$ cat src/rtl/nei_pkg.sv
`default_nettype none

package nei_pkg;

    localparam int VAL_W     = 32;
    localparam int NODE_W    = 10;
    localparam int VEC_W     = 3 * VAL_W;
    localparam int PROD_W    = 65;
    localparam int TERM_W    = 49;
    localparam int SUM_W     = 51;
    localparam int DIV_N_W   = 48;
    localparam int DIV_STEPS = 48;
    localparam int CNT_W     = 6;
    localparam int S_DATA_W  = 144;
    localparam int S_USER_W  = 3;
    localparam int M_DATA_W  = 304;
    localparam int ADDR_W    = 4;
    localparam int GAMMA_W   = 17;
    localparam logic [GAMMA_W-1:0] GAMMA_ONE = 17'd65536;

    typedef enum logic [2:0] {
        FN_LOAD_POS  = 3'd0,
        FN_LOAD_VEL  = 3'd1,
        FN_INIT      = 3'd2,
        FN_PREDICT   = 3'd3,
        FN_CORRECT   = 3'd4,
        FN_BALLISTIC = 3'd5,
        FN_PULL_BACK = 3'd6,
        FN_READ      = 3'd7
    } func_t;

    typedef enum logic [1:0] {
        REG_TIME_STEP = 2'd0,
        REG_GAMMA     = 2'd1,
        REG_MASS_TOL  = 2'd2
    } reg_idx_t;

    typedef struct packed {
        logic capture;
        logic mem_rd;
        logic div_start;
        logic mul1;
        logic mul2;
        logic commit;
        logic clear;
    } cmd_t;

    typedef struct packed {
        logic div_busy;
    } status_t;

    typedef struct packed {
        logic [VAL_W-1:0] val;
        logic             hit;
    } sat_t;

    function automatic sat_t clamp32(input logic signed [SUM_W-1:0] v);
        sat_t r;
        if (v > 51'sd2147483647)
        begin
            r.val = 32'h7FFF_FFFF;
            r.hit = 1'b1;
        end
        else if (v < -51'sd2147483648)
        begin
            r.val = 32'h8000_0000;
            r.hit = 1'b1;
        end
        else
        begin
            r.val = v[VAL_W-1:0];
            r.hit = 1'b0;
        end
        return r;
    endfunction

    // q32.32 to q16.16, half up
    function automatic logic signed [TERM_W-1:0] rnd16(input logic signed [PROD_W-1:0] p);
        logic signed [PROD_W:0] s;
        s = {p[PROD_W-1], p} + 66'sd32768;
        return s[PROD_W-1:16];
    endfunction

endpackage

`default_nettype wire

$ cat src/rtl/nei_ctrl.sv
`default_nettype none

module nei_ctrl #(
    parameter int NODE_COUNT = 1024,
    parameter int AW         = 10
)
(
    input  wire                       clk,
    input  wire                       rst_n,
    input  wire                       s_tvalid,
    output logic                      s_tready,
    output logic                      m_tvalid,
    input  wire                       m_tready,
    input  nei_pkg::status_t          stat,
    output nei_pkg::cmd_t             cmd,
    output logic [AW-1:0]             clr_addr
);
    import nei_pkg::*;

    typedef enum logic [6:0] {
        ST_CLEAR  = 7'b0000001,
        ST_IDLE   = 7'b0000010,
        ST_RD     = 7'b0000100,
        ST_MUL1   = 7'b0001000,
        ST_DIVW   = 7'b0010000,
        ST_MUL2   = 7'b0100000,
        ST_COMMIT = 7'b1000000
    } state_t;

    state_t         state_reg, state_next;
    logic [AW-1:0]  clr_reg, clr_next;
    logic           out_valid_reg, out_valid_next;
    logic           out_free;

    assign out_free = !out_valid_reg || m_tready;

    always_comb
    begin
        state_next = state_reg;
        clr_next   = clr_reg;
        cmd        = '0;
        s_tready   = 1'b0;
        case (state_reg)
            ST_CLEAR:
            begin
                cmd.clear = 1'b1;
                clr_next  = clr_reg + AW'(1);
                if (clr_reg == AW'(NODE_COUNT - 1))
                begin
                    state_next = ST_IDLE;
                end
            end
            ST_IDLE:
            begin
                s_tready = 1'b1;
                if (s_tvalid)
                begin
                    cmd.capture = 1'b1;
                    state_next  = ST_RD;
                end
            end
            ST_RD:
            begin
                cmd.mem_rd    = 1'b1;
                cmd.div_start = 1'b1;
                state_next    = ST_MUL1;
            end
            ST_MUL1:
            begin
                cmd.mul1   = 1'b1;
                state_next = ST_DIVW;
            end
            ST_DIVW:
            begin
                if (!stat.div_busy)
                begin
                    state_next = ST_MUL2;
                end
            end
            ST_MUL2:
            begin
                cmd.mul2   = 1'b1;
                state_next = ST_COMMIT;
            end
            ST_COMMIT:
            begin
                if (out_free)
                begin
                    cmd.commit = 1'b1;
                    state_next = ST_IDLE;
                end
            end
            default:
            begin
                state_next = ST_IDLE;
            end
        endcase
    end

    always_comb
    begin
        out_valid_next = out_valid_reg;
        if (m_tready)
        begin
            out_valid_next = 1'b0;
        end
        if (cmd.commit)
        begin
            out_valid_next = 1'b1;
        end
    end

    always_ff @(posedge clk or negedge rst_n)
    begin
        if (!rst_n)
        begin
            state_reg     <= ST_CLEAR;
            clr_reg       <= '0;
            out_valid_reg <= 1'b0;
        end
        else
        begin
            state_reg     <= state_next;
            clr_reg       <= clr_next;
            out_valid_reg <= out_valid_next;
        end
    end

    assign m_tvalid = out_valid_reg;
    assign clr_addr = clr_reg;

endmodule

`default_nettype wire

$ cat config.mk
export PLATFORM = sky130hd
export DESIGN_NAME = nei_ctrl
export DESIGN_NICKNAME = d
export VERILOG_FILES = /design/src/rtl/nei_pkg.sv /design/src/rtl/nei_ctrl.sv
export SDC_FILE = /design/constraint.sdc
export NUM_CORES = 1
export LEC_CHECK = 0
export ABC_AREA = 1
export BUFFER_PORTS_ARGS = -buffer_cell sky130_fd_sc_hd__buf_2
export CORE_ASPECT_RATIO = 0.8
export CORE_MARGIN = 2
export CORE_UTILIZATION = 52
export CTS_CLUSTER_SIZE = 14
export DETAILED_ROUTE_END_ITERATION = 16
export PLACE_DENSITY = 0.82
export SLEW_MARGIN = 20
export SYNTH_ARGS = -nofsm -noshare
export SYNTH_HDL_FRONTEND = slang
export SYNTH_SLANG_ARGS = --single-unit
$ cat constraint.sdc
create_clock -name clk -period 1.8 [get_ports clk]
set_clock_uncertainty 0.2 [all_clocks]
set_input_delay 0 -clock clk [delete_from_list [all_inputs] [get_ports clk]]
set_output_delay 0 -clock clk [all_outputs]
set_load 0.01 [all_outputs]
# Yosys cells after proc, flatten, opt, wreduce, memory -nomap -nowiden
# Index checks and enable logic that the tools add are counted.
dict set report op_classes {
  n_addsub 1
  n_eq_ne 12
  n_mux 16
  n_reduce_logical 4
}
# cell count
set ops {}
lappend ops {{7-bit case mux with 7 select lines} 1}
lappend ops {{7-bit two-way mux} 4}
lappend ops {{10-bit by 1-bit adder with 10-bit output (second input constant)} 1}
lappend ops {{10-bit == test (second input constant)} 1}
lappend ops {{1-bit two-way mux} 10}
lappend ops {{2-bit inequality test (second input constant)} 4}
lappend ops {{7-bit by 1-bit == test with 1-bit output (second input constant)} 1}
lappend ops {{7-bit by 2-bit == test with 1-bit output (second input constant)} 1}
lappend ops {{7-bit by 3-bit == test with 1-bit output (second input constant)} 1}
lappend ops {{7-bit by 4-bit == test with 1-bit output (second input constant)} 1}
lappend ops {{7-bit by 5-bit == test with 1-bit output (second input constant)} 1}
lappend ops {{7-bit by 6-bit == test with 1-bit output (second input constant)} 1}
lappend ops {{7-bit == test (second input constant)} 1}
lappend ops {{4-bit AND reduction} 1}
lappend ops {{2-bit two-way mux} 1}
lappend ops {{2-bit nonzero test} 1}
lappend ops {{1-bit zero test} 1}
lappend ops {{1-bit logical OR} 1}
dict set report word_totals {
  ff_bits 18
  out_inout_bits 19
  elab_cells 36
}

# Depth between registers and ports, before layout
# Gate-level depths: netlist (run 1).
dict set report depth {
  ltp_word 5
  mapped_depth 9
  mapped_depth_nobuf 9
}

# Worst setup path before layout (run 1)
# No wires, ideal clock.
dict set report synth_timing {
  path_kind {register to register}
  from {reg clr_reg[0], in the netlist clr_addr[0]}
  to {reg clr_reg[6], in the netlist clr_addr[6]}
  setup_time_ns 0.117
  arrival_time_ns 1.210
  required_ns 1.483
  setup_slack_ns 0.273
  stages_incl_launch_ff 9
  period_less_slack_ns 1.527
  path_cell_list {dfrtp_1 ha_1 inv_1 nor2_1 inv_1 nor2_8 nand2_1 nand2_1 nand2_1}
}
dict set report synth_between {
  elab_chain_len 1
}
# element line_no
set synth_rtl {}
lappend synth_rtl {{start: declaration} nei_ctrl.sv:31} ;# logic [AW-1:0] clr_reg, clr_next;
lappend synth_rtl {{start signal: assignment} nei_ctrl.sv:124} ;# clr_reg <= clr_next;
lappend synth_rtl {{10-bit by 1-bit adder with 10-bit output} nei_ctrl.sv:47} ;# clr_next = clr_reg + AW'(1);
# No other way between the ends.
# A chain may end at the register's enable or synchronous reset.

==> reports/qor.yml, run 1 <==
yosys.cell_types.count: 22
irDropWorstVdd_mv: 0.832
synth_flop_cell: "dfrtp_1"
place_congestion: 0.838
cp.required_ns: 1.60
leakagePower_nw: 0.788
dpl_cell_area_mm2: 0.00117
dieHeight_um: 44.0
dieArea_mm2: 0.00237
viasPerCell: 4.66
postRouteAntennaNets: 0
antennaDiodeCount: 0
synth_nets: 141
start_util: 0.554
wl_per_cell_um: 11.0
cts-buffers-inserted: 3
fin_area_mm2: 0.00126
htreeDepth: 1
synthCells: 135
critPathKind: "register to output port"
antenna_found_initial: 0
wl_um: 2090
drive_gt1_frac: 0.259
finalCritPeriodShare: 0.915
powerDensity_mw_per_mm2: 868
slew_violations: 0
clock_sinks: 18
dp.cells: 180
syn_avg_cell_area_um2: 7.69
relSlewSlack: 0.499
yosys_warnings: 0
end_kind: "output port"
use_met3: 0.0517
routed-via-count: 885
yosysSeqAreaShare: 0.435
met1_usage: 0.290
crit_fanout: 4
worstMarginPinSlew_ns: 0.749
setup_violations: 0
crit_arrival_ns: 1.45
synth.area.top_cells: "dfrtp_1 41%, nand2_1 16%, inv_1 6.9%"
async_flop_share: 1.00
coreArea_mm2: 0.00187
seqPwrFrac: 0.431
fin_nets: 173
setup_tns_ns: 0
drtIter0Drc: 30
grt_pass1_vias: 794
post-cts-setup-buffers: 0
fin_cells: 190
synth_top_area_frac: 0.410
status: "completed"
grt-ovfl-total: 0
dpl.hpwl_um: 1580
netlist_area_mm2: 0.00104
fmax_mhz: 607
grt_use_total: 0.206
drv_cap: 0
ys_ff_latch: 18
cts-root-buf: "clkbuf_4"
yosys.area.top_type: "dfrtp_1"
drc: 0
p_int_uw: 699
switching_power_uw: 399
pin_count: 24
drt_first_pass_iters: 4
clk_latency_ns: 0.29
holdWs_ns: 0.250
yosys.cell_count.top_type: "nand2_1"
io_buffers: 23
largest_reg_flops: 10
rows: 14
p_comb_frac: 0.344
swShare: 0.364
rsz0062_at_grt: "false"
netlist_top_cells_count: "44 x nand2_1, 19 x inv_1, 17 x dfrtp_1, 17 x nor2_1, 7 x nand3_1"
grt_max_degree: 18
fp.dieW_um: 54.0
p_clk_frac: 0.225
worst_setup_path_start_kind: "register"
cts_tree: "yes"
period_minus_slack_ns: 1.65
use_met2: 0.312
clkTransAtPathRegs_ns: 0.10
hold_viol_final: 0
grt_pass1_wl_um: 3520
cts_buffer_depth: 2
grt.busiest_layer: "met2"
area_delta_synth_final_pct: 21.8
synth_edf_count: 0
hp-class: "primary input to register"
power groups by stage:
stage	registers (mW)	logic, mW	clock network, mW
after floorplan	0.476	0.276	0
after global placement	0.479	0.356	0
after detailed placement	0.480	0.367	0
after CTS	0.472	0.378	0.257
after global routing	0.476	0.429	0.269
final	0.473	0.378	0.247
cell families (layout without fill, tap and decap cells):
| logic type | after synthesis | after routing | share of synthesized area |
|---|---|---|---|
| adders and majority gates | 1 | 1 | 0.0120 |
| and+or+nand+nor | 82 | 82 | 0.378 |
| DFF | 18 | 18 | 0.435 |
| buffers and inverters | 26 | 57 | 0.104 |
| AOI/OAI and AO/OA | 1 | 1 | 0.00481 |
| xor gates and xnor gates | 7 | 7 | 0.0663 |
cell usage in the layout (no fill, tap or decap), drive strengths merged:
| cell | Yosys | final |
|---|---|---|
| nand2 | 46 | 46 |
| dlygate4sd3 | 0 | 6 |
| inv | 24 | 24 |
| buf | 2 | 23 |
| ha | 1 | 1 |
| clkbuf | 0 | 4 |
| xor2 | 4 | 4 |
| xnor2 | 3 | 3 |
| o21ai | 1 | 1 |
| nand3 | 8 | 8 |
| nand3b | 1 | 1 |
| nor2 | 23 | 23 |
| dfstp | 1 | 1 |
| nor3 | 3 | 3 |
| dfrtp | 17 | 17 |
| nand4 | 1 | 1 |
worst max-delay path, cell delays in order (launching register included):
cell     delay (ns)
dfrtp_1        0.41
inv_2          0.10
nand2_1        0.08
nor2_1         0.20
nand2_1        0.15
nor2_1         0.10
buf_2          0.13
path summary, 6_finish.rpt:
check	startpoint	end	slack, ns	cells past startpoint
worst max-delay path	state_reg[6]	cmd[6]	0.15	6
worst min-delay path	m_tready	m_tvalid	0.25	3
worst max register to register	clr_addr[0]	clr_addr[6]	0.18	8
worst min register to register	clr_addr[2]	clr_addr[2]	0.32	1
max in group asynchronous	rst_n	m_tvalid	0.29	3
min in group asynchronous	rst_n	state_reg[0]	0.53	3
layout make-up:
class                           count  area, um2
Fill cell                         160        609
Multi-Input combinational cell     91        479
Sequential cell                    18        452
Timing Repair Buffer               29        175
Inverter                           24       92.6
Clock buffer                        4       36.3
Tap cell                           24       30.0
what timing repair did:
item,4_1_cts,5_1_grt
hold buffers,6,0
resized for setup,0,0
hold endpoints to repair,24,0
routing by layer:
layer | vias up | part of all wire
met4 | 0 | 0.0072
met5 | - | 0
met2 | 17 | 0.48
li1 | 459 | -
met3 | 2 | 0.040
met1 | 407 | 0.47
through the flow:
step	total power, mW	worst slack [ns]	util
after global placement	0.835	0.253	0.623
after global routing	1.17	0.0263	0.675
after CTS	1.11	0.143	0.675
after detailed placement	0.848	0.215	0.623
after floorplan	0.752	0.273	-
final	1.10	0.154	0.675
Power figures use the tool's default switching activity.
==> run 2, diff against run 1 <==
--- a/config.mk
+++ b/config.mk
@@ -7,12 +7,14 @@
 export LEC_CHECK = 0
 export ABC_AREA = 1
 export BUFFER_PORTS_ARGS = -buffer_cell sky130_fd_sc_hd__buf_2
+export CAP_MARGIN = 10
 export CORE_ASPECT_RATIO = 0.8
 export CORE_MARGIN = 2
-export CORE_UTILIZATION = 52
+export CORE_UTILIZATION = 56
 export CTS_CLUSTER_SIZE = 14
 export DETAILED_ROUTE_END_ITERATION = 16
-export PLACE_DENSITY = 0.82
+export HOLD_SLACK_MARGIN = 0.03
+export PLACE_DENSITY = 0.87
 export SLEW_MARGIN = 20
 export SYNTH_ARGS = -nofsm -noshare
 export SYNTH_HDL_FRONTEND = slang
==> constraint.sdc (replaced) <==
create_clock -name clk -period 2.03 [get_ports clk]
set_clock_uncertainty 0.2 [all_clocks]
set_input_delay 0 -clock clk [delete_from_list [all_inputs] [get_ports clk]]
set_output_delay 0 -clock clk [all_outputs]
set_load 0.01 [all_outputs]
==> reports/qor.yml, run 2 (synthesis results as in run 1) <==
status: "completed"
rows: 13
setup_tns_ns: 0
grt_pass1_wl_um: 3220
crit_arrival_ns: 1.45
drv_cap: 0
fin_nets: 173
worstMarginPinSlew_ns: 0.750
mostFrequentLayoutCells: "44 x nand2_1, 23 x buf_2, 19 x inv_1"
finalCritPeriodShare: 0.813
viasPerCell: 4.61
drtIter0Drc: 20
ctsResizeCount: 0
place_congestion: 0.868
end_kind: "output port"
wl_um: 1970
dieArea_mm2: 0.00222
drc: 0
fp.dieW_um: 52.1
powerDensity_mw_per_mm2: 765
relSlewSlack: 0.498
cts_buffer_depth: 2
largest_reg_flops: 10
final_common_cell: "nand2_1"
cts_tree: "yes"
coreArea_mm2: 0.00169
slew_violations: 0
grt-ovfl-total: 0
cts-root-buf: "clkbuf_4"
grt_pass1_vias: 710
wl_per_cell_um: 10.5
postRouteAntennaNets: 0
start_util: 0.614
fillers: 127
htreeDepth: 1
rsz0062_at_grt: "false"
drt_first_pass_iters: 4
leakagePower_nw: 0.788
dp.cells: 178
clk_latency_ns: 0.29
clock_sinks: 18
grt_use_total: 0.199
worst_setup_path_start_kind: "register"
cts-buffers-inserted: 3
fmax_mhz: 606
grt_max_degree: 18
io_buffers: 23
period_minus_slack_ns: 1.65
irDropWorstVdd_mv: 0.576
clkTransAtPathRegs_ns: 0.09
setup_violations: 0
routed-via-count: 866
dieHeight_um: 42.5
crit_fanout: 4
area_delta_synth_final_pct: 21.6
dpl.hpwl_um: 1520
drive_gt1_frac: 0.259
fin_cells: 188
antenna_found_initial: 0
hp-class: "primary input to register"
antennaDiodeCount: 0
hold_viol_final: 0
critPathKind: "register to output port"
pin_count: 24
final_util: 0.746
cp.required_ns: 1.83
==> run 2: cell counts in the layout (fill, tap and decap cells not counted) <==
Identical to the previous run, type by type.
==> run 2: report_power, final <==
group / switching (mW) / internal [mW] / total [mW]
Combinational: 0.210 / 0.119 / 0.330
Clock: 0.106 / 0.109 / 0.216
Sequential: 0.0291 / 0.391 / 0.420
Total: 0.346 / 0.620 / 0.966
==> run 2: metal layers <==
layer	routed length, um	global-route usage	share of wire	vias to the layer above
li1	-	-	-	462
met1	980	0.287	0.50	383
met2	893	0.289	0.45	19
met3	76	0.0643	0.039	2
met4	17	0.0462	0.0086	0
met5	0	0	0	-
==> run 2: final timing paths <==
check                              from            to  slack, ns  cells after the start
max in group asynchronous         rst_n   clr_addr[0]       0.52                      3
min in group asynchronous         rst_n  state_reg[0]       0.53                      3
max                        state_reg[4]        cmd[5]       0.38                      6
min reg2reg                 clr_addr[2]   clr_addr[2]       0.34                      1
max reg2reg                state_reg[0]  state_reg[1]       0.45                      9
min                            m_tready      m_tvalid       0.26                      3
==> run 2: what timing repair did <==
action / in CTS / in global routing
buffers inserted: 0 / 0
hold buffers: 6 / 0
hold endpoints to repair: 24 / 0
==> run 2: final cells by class <==
type / instances / area [um2] / area share
inverter: 24 / 92.6 / 0.0733
clock buffer: 4 / 36.3 / 0.0287
tap: 22 / 27.5 / 0.0218
multi-input combinational: 91 / 479 / 0.380
sequential: 18 / 452 / 0.358
timing repair buffer: 29 / 175 / 0.139
==> run 2: worst max-delay path, stage by stage (launching register included) <==
cell     delay (ns)
dfrtp_1        0.42
inv_2          0.09
nand2_1        0.07
nor2_1         0.20
nand2_1        0.15
inv_1          0.10
buf_2          0.13
==> run 2: stage by stage <==
step / setup WS [ns] / hold WS [ns] / power [mW] / cell area (um2)
after floorplan: 0.503 / -0.496 / 0.667 / 1040
after global placement: 0.481 / -0.259 / 0.740 / 1170
after global routing: 0.222 / 0.279 / 1.03 / 1260
final: 0.380 / 0.262 / 0.966 / 1260
after CTS: 0.377 / 0.267 / 0.974 / 1260
after detailed placement: 0.471 / -0.253 / 0.746 / 1170
